<file path="config.mk">
export PLATFORM = sky130hd
export DESIGN_NAME = sgm_path_cost_aggregation_unit
export DESIGN_NICKNAME = d
export VERILOG_FILES = /design/src/rtl/core/sgmpa_pkg.sv /design/src/rtl/core/sgm_path_cost_aggregation_unit.sv /design/src/rtl/core/sgmpa_csr_regs.sv /design/src/rtl/core/sgmpa_path_mem.sv /design/src/rtl/core/sgmpa_cost_calc.sv
export SDC_FILE = /design/constraint.sdc
export NUM_CORES = 2
export LEC_CHECK = 0
export BUFFER_PORTS_ARGS = -buffer_cell sky130_fd_sc_hd__buf_2
export CAP_MARGIN = 10
export CORE_ASPECT_RATIO = 1.4
export CORE_MARGIN = 2
export CORE_UTILIZATION = 45
export CTS_CLUSTER_SIZE = 12
export DETAILED_ROUTE_END_ITERATION = 10
export HOLD_SLACK_MARGIN = 0.08
export PLACE_DENSITY = 0.65
export SYNTH_ARGS = -nofsm -noshare
export SYNTH_HDL_FRONTEND = slang
export SYNTH_SLANG_ARGS = --single-unit
</file>
<file path="constraint.sdc">
create_clock -name clock -period 17.4 [get_ports clock]
set_clock_uncertainty 0.1 [all_clocks]
set_input_delay 2.61 -clock clock [delete_from_list [all_inputs] [get_ports clock]]
set_output_delay 2.61 -clock clock [all_outputs]
set_load 0.01 [all_outputs]
</file>
<file path="src/rtl/core/sgmpa_pkg.sv">
// Shared types and constants for the SGM path cost aggregation unit.
`timescale 1ns / 1ps

package sgmpa_pkg;

   localparam int COST_WIDTH  = 16;
   localparam int PATH_WIDTH  = 17;
   localparam int DISP_WIDTH  = 6;
   localparam int PEN_WIDTH   = 16;
   localparam int COUNT_WIDTH = 7;

   localparam logic [PATH_WIDTH-1:0] COST_MAX = 17'h1FFFF;

   localparam logic [PEN_WIDTH-1:0]   STEP_PENALTY_RESET    = 16'd10;
   localparam logic [PEN_WIDTH-1:0]   JUMP_PENALTY_RESET    = 16'd120;
   localparam logic [COUNT_WIDTH-1:0] DISPARITY_COUNT_RESET = 7'd64;

   localparam logic [1:0] CSR_STEP_PENALTY    = 2'd0;
   localparam logic [1:0] CSR_JUMP_PENALTY    = 2'd1;
   localparam logic [1:0] CSR_DISPARITY_COUNT = 2'd2;

   typedef struct packed {
      logic [PEN_WIDTH-1:0]   step_penalty;
      logic [PEN_WIDTH-1:0]   jump_penalty;
      logic [COUNT_WIDTH-1:0] disparity_count;
   } cfg_type;

   typedef struct packed {
      logic [PATH_WIDTH-1:0] path;
      logic                  in_use;
      logic                  last;
   } calc_out_type;

endpackage

</file>
<file path="src/rtl/core/sgm_path_cost_aggregation_unit.sv">
// Top level of the SGM path cost aggregation unit for one scan direction.
//
//  channel | dir | handshake             | payload
//  req     | in  | req_tvalid/req_tready | tdata: match_cost, disparity; tuser: line_start
//  rsp     | out | rsp_tvalid/rsp_tready | tdata: path_cost, out_disparity; tlast: pixel_done
//  csr     | in  | csr_valid/csr_ready   | csr_index, csr_data
//
//  One request per cycle sustained while rsp is not stalled; rsp_tvalid rises once the
//  request has passed the input register, then the result register.
//  The path vector reads (three neighbours) are issued at acceptance from two parity
//  memories; a write on the same edge to the bank being read (end of pixel) is forwarded.
//  Reset is synchronous; the path store needs no clearing pass.
//  A stalled rsp holds the stage register, which in turn drops req_tready.
`timescale 1ns / 1ps

module sgm_path_cost_aggregation_unit #(
   parameter int MAX_DISPARITY = 64
) (
   input  logic        clock,
   input  logic        reset,
   input  logic        req_tvalid,
   output logic        req_tready,
   input  logic [23:0] req_tdata,   // [15:0] match_cost, [21:16] disparity, [23:22] zero
   input  logic        req_tuser,   // [0] line_start
   output logic        rsp_tvalid,
   input  logic        rsp_tready,
   output logic [23:0] rsp_tdata,   // [16:0] path_cost, [22:17] out_disparity, [23] zero
   output logic        rsp_tlast,
   input  logic        csr_valid,
   output logic        csr_ready,
   input  logic [1:0]  csr_index,
   input  logic [15:0] csr_data
);

   localparam int HALF = (MAX_DISPARITY + 1) / 2;
   localparam int AW   = (HALF > 1) ? $clog2(HALF) : 1;
   localparam int IW   = (AW + 1 > 7) ? AW + 1 : 7;
   localparam int PW   = sgmpa_pkg::PATH_WIDTH;
   localparam int DW   = sgmpa_pkg::DISP_WIDTH;

   sgmpa_pkg::cfg_type      cfg;
   sgmpa_pkg::calc_out_type calc;

   logic          req_accept;
   logic          a_adv;
   logic          wr_any;
   logic          flip_now;
   logic          rd_bank;
   logic [IW-1:0] d_ext;
   logic [IW-1:0] dm1;
   logic [IW-1:0] dp1;
   logic [IW-1:0] a_d_ext;
   logic [AW:0]   even_rd0;
   logic [AW:0]   odd_rd0;
   logic [AW:0]   rd1;
   logic [AW:0]   wr_addr;
   logic [PW-1:0] even_q0;
   logic [PW-1:0] even_q1;
   logic [PW-1:0] odd_q0;
   logic [PW-1:0] odd_q1;
   logic [PW-1:0] mem_center;
   logic [PW-1:0] mem_left;
   logic [PW-1:0] mem_right;
   logic [PW-1:0] center_cost;
   logic [PW-1:0] left_cost;
   logic [PW-1:0] right_cost;
   logic [PW-1:0] run_min_upd;

   logic                               a_valid_ff, a_valid_in;
   logic [sgmpa_pkg::COST_WIDTH-1:0]   a_cost_ff;
   logic [DW-1:0]                      a_d_ff;
   logic                               a_first_ff;
   logic                               fwd_c_ff, fwd_l_ff, fwd_r_ff;
   logic [PW-1:0]                      fwd_value_ff;
   logic                               bank_select_ff;
   logic [PW-1:0]                      previous_minimum_ff;
   logic [PW-1:0]                      running_minimum_ff;
   logic                               rsp_valid_ff, rsp_valid_in;
   logic [23:0]                        rsp_data_ff;
   logic                               rsp_last_ff;

   sgmpa_csr_regs u_csr (
      .clock     (clock),
      .reset     (reset),
      .csr_valid (csr_valid),
      .csr_ready (csr_ready),
      .csr_index (csr_index),
      .csr_data  (csr_data),
      .cfg       (cfg)
   );

   // stage control
   assign a_adv      = a_valid_ff && (!rsp_valid_ff || rsp_tready);
   assign req_tready = !a_valid_ff || a_adv;
   assign req_accept = req_tvalid && req_tready;
   assign a_valid_in = req_accept ? 1'b1 : (a_adv ? 1'b0 : a_valid_ff);

   assign wr_any   = a_adv && calc.in_use;
   assign flip_now = wr_any && calc.last;
   // previous bank as seen after the in-flight request completes
   assign rd_bank  = ~(bank_select_ff ^ flip_now);

   // read addresses: even memory holds even disparities, odd memory odd ones
   assign d_ext    = IW'(req_tdata[21:16]);
   assign dm1      = d_ext - IW'(1);
   assign dp1      = d_ext + IW'(1);
   assign even_rd0 = {rd_bank, d_ext[AW:1]};
   assign odd_rd0  = req_tdata[16] ? {rd_bank, d_ext[AW:1]} : {rd_bank, dm1[AW:1]};
   assign rd1      = {rd_bank, dp1[AW:1]};

   assign a_d_ext  = IW'(a_d_ff);
   assign wr_addr  = {bank_select_ff, a_d_ext[AW:1]};

   sgmpa_path_mem #(.ADDR_WIDTH(AW)) u_mem_even (
      .clock    (clock),
      .wr_en    (wr_any && !a_d_ff[0]),
      .wr_addr  (wr_addr),
      .wr_data  (calc.path),
      .rd_en    (req_accept),
      .rd_addr0 (even_rd0),
      .rd_addr1 (rd1),
      .rd_data0 (even_q0),
      .rd_data1 (even_q1)
   );

   sgmpa_path_mem #(.ADDR_WIDTH(AW)) u_mem_odd (
      .clock    (clock),
      .wr_en    (wr_any && a_d_ff[0]),
      .wr_addr  (wr_addr),
      .wr_data  (calc.path),
      .rd_en    (req_accept),
      .rd_addr0 (odd_rd0),
      .rd_addr1 (rd1),
      .rd_data0 (odd_q0),
      .rd_data1 (odd_q1)
   );

   assign mem_center  = a_d_ff[0] ? odd_q0  : even_q0;
   assign mem_left    = a_d_ff[0] ? even_q0 : odd_q0;
   assign mem_right   = a_d_ff[0] ? even_q1 : odd_q1;
   assign center_cost = fwd_c_ff ? fwd_value_ff : mem_center;
   assign left_cost   = fwd_l_ff ? fwd_value_ff : mem_left;
   assign right_cost  = fwd_r_ff ? fwd_value_ff : mem_right;

   sgmpa_cost_calc #(.MAX_DISPARITY(MAX_DISPARITY)) u_calc (
      .cfg              (cfg),
      .match_cost       (a_cost_ff),
      .disparity        (a_d_ff),
      .line_start       (a_first_ff),
      .center_cost      (center_cost),
      .left_cost        (left_cost),
      .right_cost       (right_cost),
      .previous_minimum (previous_minimum_ff),
      .result           (calc)
   );

   assign run_min_upd  = (calc.path < running_minimum_ff) ? calc.path : running_minimum_ff;
   assign rsp_valid_in = a_adv ? 1'b1 : (rsp_tready ? 1'b0 : rsp_valid_ff);

   always_ff @(posedge clock) begin
      if (reset) begin
         a_valid_ff          <= 1'b0;
         rsp_valid_ff        <= 1'b0;
         bank_select_ff      <= 1'b0;
         previous_minimum_ff <= '0;
         running_minimum_ff  <= sgmpa_pkg::COST_MAX;
      end else begin
         a_valid_ff   <= a_valid_in;
         rsp_valid_ff <= rsp_valid_in;
         if (wr_any) begin
            if (calc.last) begin
               previous_minimum_ff <= run_min_upd;
               running_minimum_ff  <= sgmpa_pkg::COST_MAX;
               bank_select_ff      <= ~bank_select_ff;
            end else begin
               running_minimum_ff  <= run_min_upd;
            end
         end
      end
   end

   always_ff @(posedge clock) begin
      if (req_accept) begin
         a_cost_ff    <= req_tdata[15:0];
         a_d_ff       <= req_tdata[21:16];
         a_first_ff   <= req_tuser;
         fwd_c_ff     <= wr_any && flip_now && (d_ext == a_d_ext);
         fwd_l_ff     <= wr_any && flip_now && (dm1 == a_d_ext);
         fwd_r_ff     <= wr_any && flip_now && (dp1 == a_d_ext);
         fwd_value_ff <= calc.path;
      end
      if (a_adv) begin
         rsp_data_ff <= {1'b0, a_d_ff, calc.path};
         rsp_last_ff <= calc.last;
      end
   end

   assign rsp_tvalid = rsp_valid_ff;
   assign rsp_tdata  = rsp_data_ff;
   assign rsp_tlast  = rsp_last_ff;

   // end of pixel swaps the banks
   a_bank_flip: assert property (@(posedge clock) disable iff (reset)
      (a_adv && calc.in_use && calc.last) |=> (bank_select_ff != $past(bank_select_ff)))
      else $error("bank select did not flip at end of pixel");

   a_run_min_restart: assert property (@(posedge clock) disable iff (reset)
      (a_adv && calc.in_use && calc.last) |=> (running_minimum_ff == sgmpa_pkg::COST_MAX))
      else $error("running minimum not restarted after pixel");

   a_line_start_cost: assert property (@(posedge clock) disable iff (reset)
      (a_valid_ff && a_first_ff && calc.in_use) |-> (calc.path == PW'(a_cost_ff)))
      else $error("first pixel of line does not pass the raw cost");

   a_unused_zero: assert property (@(posedge clock) disable iff (reset)
      (a_valid_ff && !calc.in_use) |-> (calc.path == '0 && !calc.last))
      else $error("unused disparity produced a nonzero request");

   a_no_write_stalled: assert property (@(posedge clock) disable iff (reset)
      (rsp_valid_ff && !rsp_tready) |=> $stable(bank_select_ff)
         && $stable(running_minimum_ff))
      else $error("state changed while output stalled");

endmodule

</file>
<file path="src/rtl/core/sgmpa_csr_regs.sv">
// Configuration registers: penalties and disparity count.
`timescale 1ns / 1ps

module sgmpa_csr_regs (
   input  logic                 clock,
   input  logic                 reset,
   input  logic                 csr_valid,
   output logic                 csr_ready,
   input  logic [1:0]           csr_index,
   input  logic [15:0]          csr_data,
   output sgmpa_pkg::cfg_type   cfg
);

   sgmpa_pkg::cfg_type cfg_ff;
   sgmpa_pkg::cfg_type cfg_in;

   assign csr_ready = 1'b1;
   assign cfg       = cfg_ff;

   always_comb begin
      cfg_in = cfg_ff;
      if (csr_valid) begin
         case (csr_index)
            sgmpa_pkg::CSR_STEP_PENALTY:    cfg_in.step_penalty    = csr_data;
            sgmpa_pkg::CSR_JUMP_PENALTY:    cfg_in.jump_penalty    = csr_data;
            sgmpa_pkg::CSR_DISPARITY_COUNT: cfg_in.disparity_count =
               csr_data[sgmpa_pkg::COUNT_WIDTH-1:0];
            default: cfg_in = cfg_ff;
         endcase
      end
   end

   always_ff @(posedge clock) begin
      if (reset) begin
         cfg_ff.step_penalty    <= sgmpa_pkg::STEP_PENALTY_RESET;
         cfg_ff.jump_penalty    <= sgmpa_pkg::JUMP_PENALTY_RESET;
         cfg_ff.disparity_count <= sgmpa_pkg::DISPARITY_COUNT_RESET;
      end else begin
         cfg_ff <= cfg_in;
      end
   end

endmodule

</file>
<file path="src/rtl/core/sgmpa_path_mem.sv">
// Path vector store for one disparity parity: one write port, two registered read ports.
`timescale 1ns / 1ps

module sgmpa_path_mem #(
   parameter int ADDR_WIDTH = 5
) (
   input  logic                               clock,
   input  logic                               wr_en,
   input  logic [ADDR_WIDTH:0]                wr_addr,
   input  logic [sgmpa_pkg::PATH_WIDTH-1:0]   wr_data,
   input  logic                               rd_en,
   input  logic [ADDR_WIDTH:0]                rd_addr0,
   input  logic [ADDR_WIDTH:0]                rd_addr1,
   output logic [sgmpa_pkg::PATH_WIDTH-1:0]   rd_data0,
   output logic [sgmpa_pkg::PATH_WIDTH-1:0]   rd_data1
);

   localparam int DEPTH = 2 << ADDR_WIDTH;

   logic [sgmpa_pkg::PATH_WIDTH-1:0] mem [0:DEPTH-1];
   logic [sgmpa_pkg::PATH_WIDTH-1:0] rd_data0_ff;
   logic [sgmpa_pkg::PATH_WIDTH-1:0] rd_data1_ff;

   assign rd_data0 = rd_data0_ff;
   assign rd_data1 = rd_data1_ff;

   always_ff @(posedge clock) begin
      if (wr_en) begin
         mem[wr_addr] <= wr_data;
      end
   end

   always_ff @(posedge clock) begin
      if (rd_en) begin
         rd_data0_ff <= mem[rd_addr0];
         rd_data1_ff <= mem[rd_addr1];
      end
   end

endmodule

</file>
<file path="src/rtl/core/sgmpa_cost_calc.sv">
// Path cost recurrence for one disparity of one pixel.
`timescale 1ns / 1ps

module sgmpa_cost_calc #(
   parameter int MAX_DISPARITY = 64
) (
   input  sgmpa_pkg::cfg_type                 cfg,
   input  logic [sgmpa_pkg::COST_WIDTH-1:0]   match_cost,
   input  logic [sgmpa_pkg::DISP_WIDTH-1:0]   disparity,
   input  logic                               line_start,
   input  logic [sgmpa_pkg::PATH_WIDTH-1:0]   center_cost,
   input  logic [sgmpa_pkg::PATH_WIDTH-1:0]   left_cost,
   input  logic [sgmpa_pkg::PATH_WIDTH-1:0]   right_cost,
   input  logic [sgmpa_pkg::PATH_WIDTH-1:0]   previous_minimum,
   output sgmpa_pkg::calc_out_type            result
);

   localparam int CLOG = $clog2(MAX_DISPARITY + 1);
   localparam int CW   = (CLOG > sgmpa_pkg::COUNT_WIDTH) ? CLOG : sgmpa_pkg::COUNT_WIDTH;
   localparam int SW   = sgmpa_pkg::PATH_WIDTH + 1;
   localparam int VW   = SW + 2;

   logic [CW-1:0]       raw_count;
   logic [CW-1:0]       count;
   logic [CW-1:0]       disp_ext;
   logic                in_use;
   logic                is_last;
   logic                has_left;
   logic                has_right;
   logic [SW-1:0]       cand_center;
   logic [SW-1:0]       cand_left;
   logic [SW-1:0]       cand_right;
   logic [SW-1:0]       cand_jump;
   logic [SW-1:0]       best_a;
   logic [SW-1:0]       best_b;
   logic [SW-1:0]       best;
   logic signed [VW-1:0] value;
   logic [sgmpa_pkg::PATH_WIDTH-1:0] clamped;

   always_comb begin
      raw_count = CW'(cfg.disparity_count);
      if (raw_count < CW'(2)) begin
         count = CW'(2);
      end else if (raw_count > CW'(MAX_DISPARITY)) begin
         count = CW'(MAX_DISPARITY);
      end else begin
         count = raw_count;
      end
   end

   assign disp_ext  = CW'(disparity);
   assign in_use    = disp_ext < count;
   assign is_last   = disp_ext == (count - CW'(1));
   assign has_left  = disparity != '0;
   assign has_right = (disp_ext + CW'(1)) < count;

   assign cand_center = {1'b0, center_cost};
   assign cand_left   = {1'b0, left_cost} + SW'(cfg.step_penalty);
   assign cand_right  = {1'b0, right_cost} + SW'(cfg.step_penalty);
   assign cand_jump   = {1'b0, previous_minimum} + SW'(cfg.jump_penalty);

   always_comb begin
      best_a = (has_left && cand_left < cand_center) ? cand_left : cand_center;
      best_b = (has_right && cand_right < cand_jump) ? cand_right : cand_jump;
      best   = (best_b < best_a) ? best_b : best_a;
   end

   assign value = $signed(VW'(match_cost)) + $signed(VW'(best))
                - $signed(VW'(previous_minimum));

   always_comb begin
      if (value < 0) begin
         clamped = '0;
      end else if (value > $signed(VW'(sgmpa_pkg::COST_MAX))) begin
         clamped = sgmpa_pkg::COST_MAX;
      end else begin
         clamped = value[sgmpa_pkg::PATH_WIDTH-1:0];
      end
   end

   always_comb begin
      result.in_use = in_use;
      result.last   = in_use && is_last;
      if (!in_use) begin
         result.path = '0;
      end else if (line_start) begin
         result.path = sgmpa_pkg::PATH_WIDTH'(match_cost);
      end else begin
         result.path = clamped;
      end
   end

endmodule
</file>
# Word-level counts from Yosys, hierarchy flattened
# Memories as Yosys holds them, arrays and structs flattened. A register that Yosys moved wholly into a read port is not among the register bits.
# Index checks and enable logic that the tools add are counted.
# totals
input_bits	48
n_memories	2
mem_bits_ro	0
latchBits	0
reg_bits	143
output_inout_bits	28
ramBits	2176
wordCells	99
# memory_table
name	words	width	read_ports	rd_ports_with_merged_regs	write_ports	line	text
u_mem_even.mem	64	17	2	2	1	sgmpa_path_mem.sv:20	logic [sgmpa_pkg::PATH_WIDTH-1:0] mem [0:DEPTH-1];
u_mem_odd.mem	64	17	2	2	1	sgmpa_path_mem.sv:20	
# classes
order_cmp	10
div	0
n_mux	26
n_addsub	9
multipliers	0
eq_ne	6
bitwise	3
reduce_logical	26
shifts	0
# op_table
op	count
$mux 17	12
$add 17x16->18	3
$mux 18	3
$lt 18x18->1	2
$gt 20x18->1 const B	1
$lt 20x1->1 const B	1
$sub 19x17->20	1
$add 16x18->19	1
$lt 18x17->1	1
$lt 17x17->1	1
$add 6x1->7 const B	2
$eq 7x6->1	2
$mux 7	2
$logic_and 1x1->1	13
$mux 1	8
$reduce_and 2->1	4
$eq 6x7->1	1
$gt 7x7->1 const B	1
$lt 6x7->1	1
$lt 7x2->1 const B	1
$lt 7x7->1	1
$sub 6x1->7 const B	1
$sub 7x1->7 const B	1
$eq 6x6->1	1
other kinds (10)	15

# Logic depth before layout (Yosys ltp)
# depth
word_depth	18
ltp_mapped	69
ltp_nobuf	62

# By module
# A second synthesis with hierarchy kept.
# hier_totals
hier_cells	6562
hier_area_um2	116905.9
# modules_own_cells
module	area_per_inst_um2	instances	cells_per_inst	seq_area_each_um2
sgmpa_path_mem	51782.2	2	2526	33692.3
sgmpa_cost_calc	6326.1	1	860	0.0
sgm_path_cost_aggregation_unit	5402.7	1	495	2752.6
sgmpa_csr_regs	1612.8	1	155	780.7

# Worst setup path before layout
# OpenSTA, ideal clock, no wires.
# synth_timing
path_kind	reg2reg
start	register a_d_ff[0]
end	register previous_minimum_ff[15]
setup_slack_ps	-143
period_less_slack_ps	17543
stages_incl_launch_ff	62
path_buffers	9
setup_ps	84
required_ps	17216
t_arrival_ps	17360
cell_sequence	edfxtp_1 buf_6 clkbuf_1 clkbuf_1 buf_1 mux2i_1 o21ai_0 ha_1 inv_1 fa_1 nor2b_1 o21ai_0 a21boi_0 o21ai_0 a211oi_1 o31a_1 o21a_1 o41ai_1 [... 26 more ...] and4b_1 o41ai_1 nor2b_1 mux2_2 buf_2 a31oi_1 ha_1 nand2_1 nor3_1 a221oi_1 o21ai_0 or4b_2 a2bb2oi_1 o31ai_2 buf_4 buf_4 nand3_1 nand3_1
# synth_lines
element	line	text
start, declared	sgm_path_cost_aggregation_unit.sv:71	logic [DW-1:0] a_d_ff;
start signal, assigned	sgm_path_cost_aggregation_unit.sv:185	a_d_ff <= req_tdata[21:16];
end signal, assigned	sgm_path_cost_aggregation_unit.sv:172	previous_minimum_ff <= run_min_upd;
end, declared	sgm_path_cost_aggregation_unit.sv:76	logic [PW-1:0] previous_minimum_ff;

==> flow_summary.yaml <==
logic_synthesis:
  ys.warnings.count: 0
  synth_edf_count: 2311
  async_flop_share_pct: 0
  synth.yosys.seq_area_share_pct: 61.81
  synth-seq-cells: 2387
  ys_types: 79
  syn_area_um2: 114700
  syn_area_per_cell_um2: 19.61
  synth-main-ff-cell: "edfxtp_1"
  synthCells: 5850
global_route:
  grt_pass1_vias: 64660
  grt_max_degree: 151
  antenna_found_initial: 33
  grt_overflow: 0
  track_usage_pct: 26.03
  grt_pass1_wl_um: 478400
route:
  drt_first_pass_iters: 5
  drt_wl_total_um: 340000
  antenna_left: 0
  viasPerCell: 6.852
  drt_iter0_drc: 8519
  drc: 0
  wl_per_cell_um: 36.25
  vias: 64270
clock_network:
  clk_pin_slew_worst_paths_ns: 0.06
  clock_latency_ns: 0.91
  cts_max_path_buffers: 4
  holdBufCountCts: 0
  cts_made_buffers: 234
  clock-root-buffer: "clkbuf_16"
  cts_sinks: 2387
  htree_levels: 4
  cts_tree: "built"
run_status:
  outcome: "completed"
power_and_ir_drop:
  p_leak_nw: 40.11
  combPwrFrac_pct: 24.6
  p_seq_share_pct: 47.7
  switching_share_pct: 30.65
  powerDensity_nw_per_um2: 129.5
  switching_power_mw: 5.020
  p_int_mw: 11.36
  vdd_drop_max_uv: 135.7
  p_clk_share_pct: 27.7
timing:
  slew_headroom_pct: 15.55
  rsz0062_at_grt: "false"
  min_period_ns: 16.34
  hold_viol: 0
  slew_viol_final: 0
  setup_violations: 0
  worst_pin_slew_ns: 1.267
  fin_setup_tns_ns: 0
  max_freq_mhz: 61.18
  finalWorstSetupSlack_ns: 1.055
  fin_crit_sh_pct: 93.93
placed_design:
  place_congestion: 0.9138
  dpl.cell_count: 9042
  hpwl_um: 202900
  place_ws_ns: 1.185
  numPortBuffers: 71
  dpl_cell_area_um2: 120100
setup_path:
  criticalPathCategory: "reg -> reg"
  r2r-end: "previous_minimum_ff[11]"
  cpPeakStageDelay_ns: 0.82
  path_max_fanout: 67
  cp.required_ns: 18.05
  cp_num_buf_inv: 8
  r2r_cells: 59
  cp-end-kind: "flop"
  slowest_stage: "edfxtp_1"
  r2r_slack_ns: 1.06
  cpLargestDelayFamily: "compound AO/OA/AOI/OAI gates"
  r2r-start: "a_d_ff[0]"
  start_kind: "flop"
  cpMostUsedCell: "a21oi_1"
  crit_arrival_ns: 16.99
layout:
  layout_commonest_cell: "edfxtp_1"
  drive_gt1_share_pct: 35.48
  stdcell_count: 9379
  syn2layout_area_growth_pct: 10.28
  mostFrequentLayoutCells: "edfxtp_1 (2,311), mux4_2 (1,401), clkbuf_16 (237)"
  fin_nets: 6184
  design_area_um2: 126500
  utilization_pct: 49.82
worst_hold_path:
  hp-start: "u_csr.cfg[17]"
  min_path_cells: 2
  whs_endpoint: "u_csr.cfg[17]"
  hp-class: "reg -> reg"
floorplan:
  start_util_pct: 45.17
  io_pins: 76
  core-area_um2: 254000
  die_y_um: 601.5
  core.rowCount: 219
  die_w_um: 430.8
  die_area_um2: 259100
job:
  drv_cap: 0
cells by family (layout without fill, tap and decap cells):
kind of cell    Yosys count  in the layout  synth area share, %
flops                  2387           2387                61.81
mux                    1500           1500                28.40
simple gates            663            663                2.606
buf+inv                 549            747                1.840
compound gates          502            502                2.769
fa+ha+maj               172            172                2.000
xor+xnor                 75             75               0.5725
other cells               2             18             0.006545
sequential cells by signal, summed over array words and instances (netlist names):
name and cells:
u_mem_even.mem 1088, fwd_value_ff 17, u_mem_odd.rd_data1 17, rsp_tdata 23, bank_select_ff 1, a_d_ff 6, previous_minimum_ff 17, a_valid_ff 1
a_cost_ff 16, u_mem_even.rd_data0 17, rsp_tvalid 1, a_first_ff 1, fwd_r_ff 1, u_mem_odd.mem 1088, u_csr.cfg 39, rsp_tlast 1
u_mem_odd.rd_data0 17, running_minimum_ff 17, u_mem_even.rd_data1 17, fwd_l_ff 1, fwd_c_ff 1
final cells by class:
type / count / area (um^2)
antenna: 15 / 37.54
clock buffer: 287 / 6148
clock inverter: 34 / 205.2
fill: 20220 / 127500
inverter: 131 / 516.7
multi-input combinational: 2915 / 42350
sequential: 2387 / 70920
tap: 3315 / 4148
timing repair buffer: 295 / 2207
synthesized netlist by cell type, types with 5 or more instances:
library cell	instances	area, um^2
edfxtp_1	2311	69400
mux4_2	1401	31550
clkbuf_1	320	1201
nor2_1	231	867.1
nand2_1	223	837.1
a21oi_1	171	855.8
ha_1	153	1914
inv_1	130	488.0
o21ai_0	89	445.4
buf_1	83	311.6
mux2i_1	82	820.8
dfxtp_1	76	1521
xnor2_1	50	437.9
a211oi_1	41	307.8
nand3_1	40	200.2
a31oi_1	38	237.7
a21o_1	33	247.7
and2_1	31	193.9
nor3_1	28	140.1
xor2_1	25	219.0
fa_1	19	380.4
nor2b_1	18	112.6
or3_1	18	112.6
nand2b_1	16	100.1
o21a_1	16	120.1
mux2_2	14	157.7
o211ai_1	14	105.1
o21ai_1	14	70.07
nand3b_1	11	82.58
nand4_1	10	62.56
a2111oi_0	9	78.83
o21bai_1	8	60.06
o311ai_1	8	70.07
and3_1	7	43.79
buf_2	7	35.03
and4_1	6	52.55
a211o_1	5	43.79
a21boi_0	5	37.54
a311oi_1	5	43.79
buf_4	5	37.54
nor3b_1	5	37.54
tightest hold or removal path, delay by kind of cell (launching register included):
family | cells | cell delay, ns
and+or+nand+nor | 1 | 0.05
AOI/OAI and AO/OA | 1 | 0.05
DFF | 1 | 0.31
how the worst max path moves through the flow:
stage,startpoint,to,cells past startpoint
5_1_grt,a_d_ff[0],running_minimum_ff[8],61
4_1_cts,fwd_l_ff,previous_minimum_ff[11],60
3_3_place_gp,fwd_l_ff,running_minimum_ff[9],61
6_report,a_d_ff[0],previous_minimum_ff[11],59
3_5_place_dp,fwd_l_ff,previous_minimum_ff[11],60
2_1_floorplan,a_d_ff[0],previous_minimum_ff[7],60
stage by stage:
stage	hold slack, ns	total power [mW]
floorplan	0.3406	10.43
global placement	0.3477	11.82
detailed placement	0.3550	11.93
CTS	0.3635	16.42
global route	0.3800	16.92
finish	0.3648	16.38
power groups by stage:
stage / clock network (mW) / registers (mW) / logic, mW
after detailed placement: 0 / 7.93 / 4.00
after CTS: 4.61 / 7.81 / 4.01
final: 4.54 / 7.81 / 4.02
after global routing: 4.79 / 7.82 / 4.31
after floorplan: 0 / 8.09 / 2.34
after global placement: 0 / 7.92 / 3.90
routing by layer:
layer	part of all wire [%]	track usage (%)	wire, um	up-vias
li1	-	-	-	25110
met2	49	42.13	165600	3611
met5	0.0082	0	28	-
met4	5.1	11.98	17280	6
met3	9.2	4.493	31160	737
met1	37	34.60	126000	34800
timing repair:
action                                  4_1_cts  5_1_grt
buffers inserted                              0        1
endpoints found under the setup margin        0        1
resized for setup                             0        0
Power figures use the tool's default switching activity.
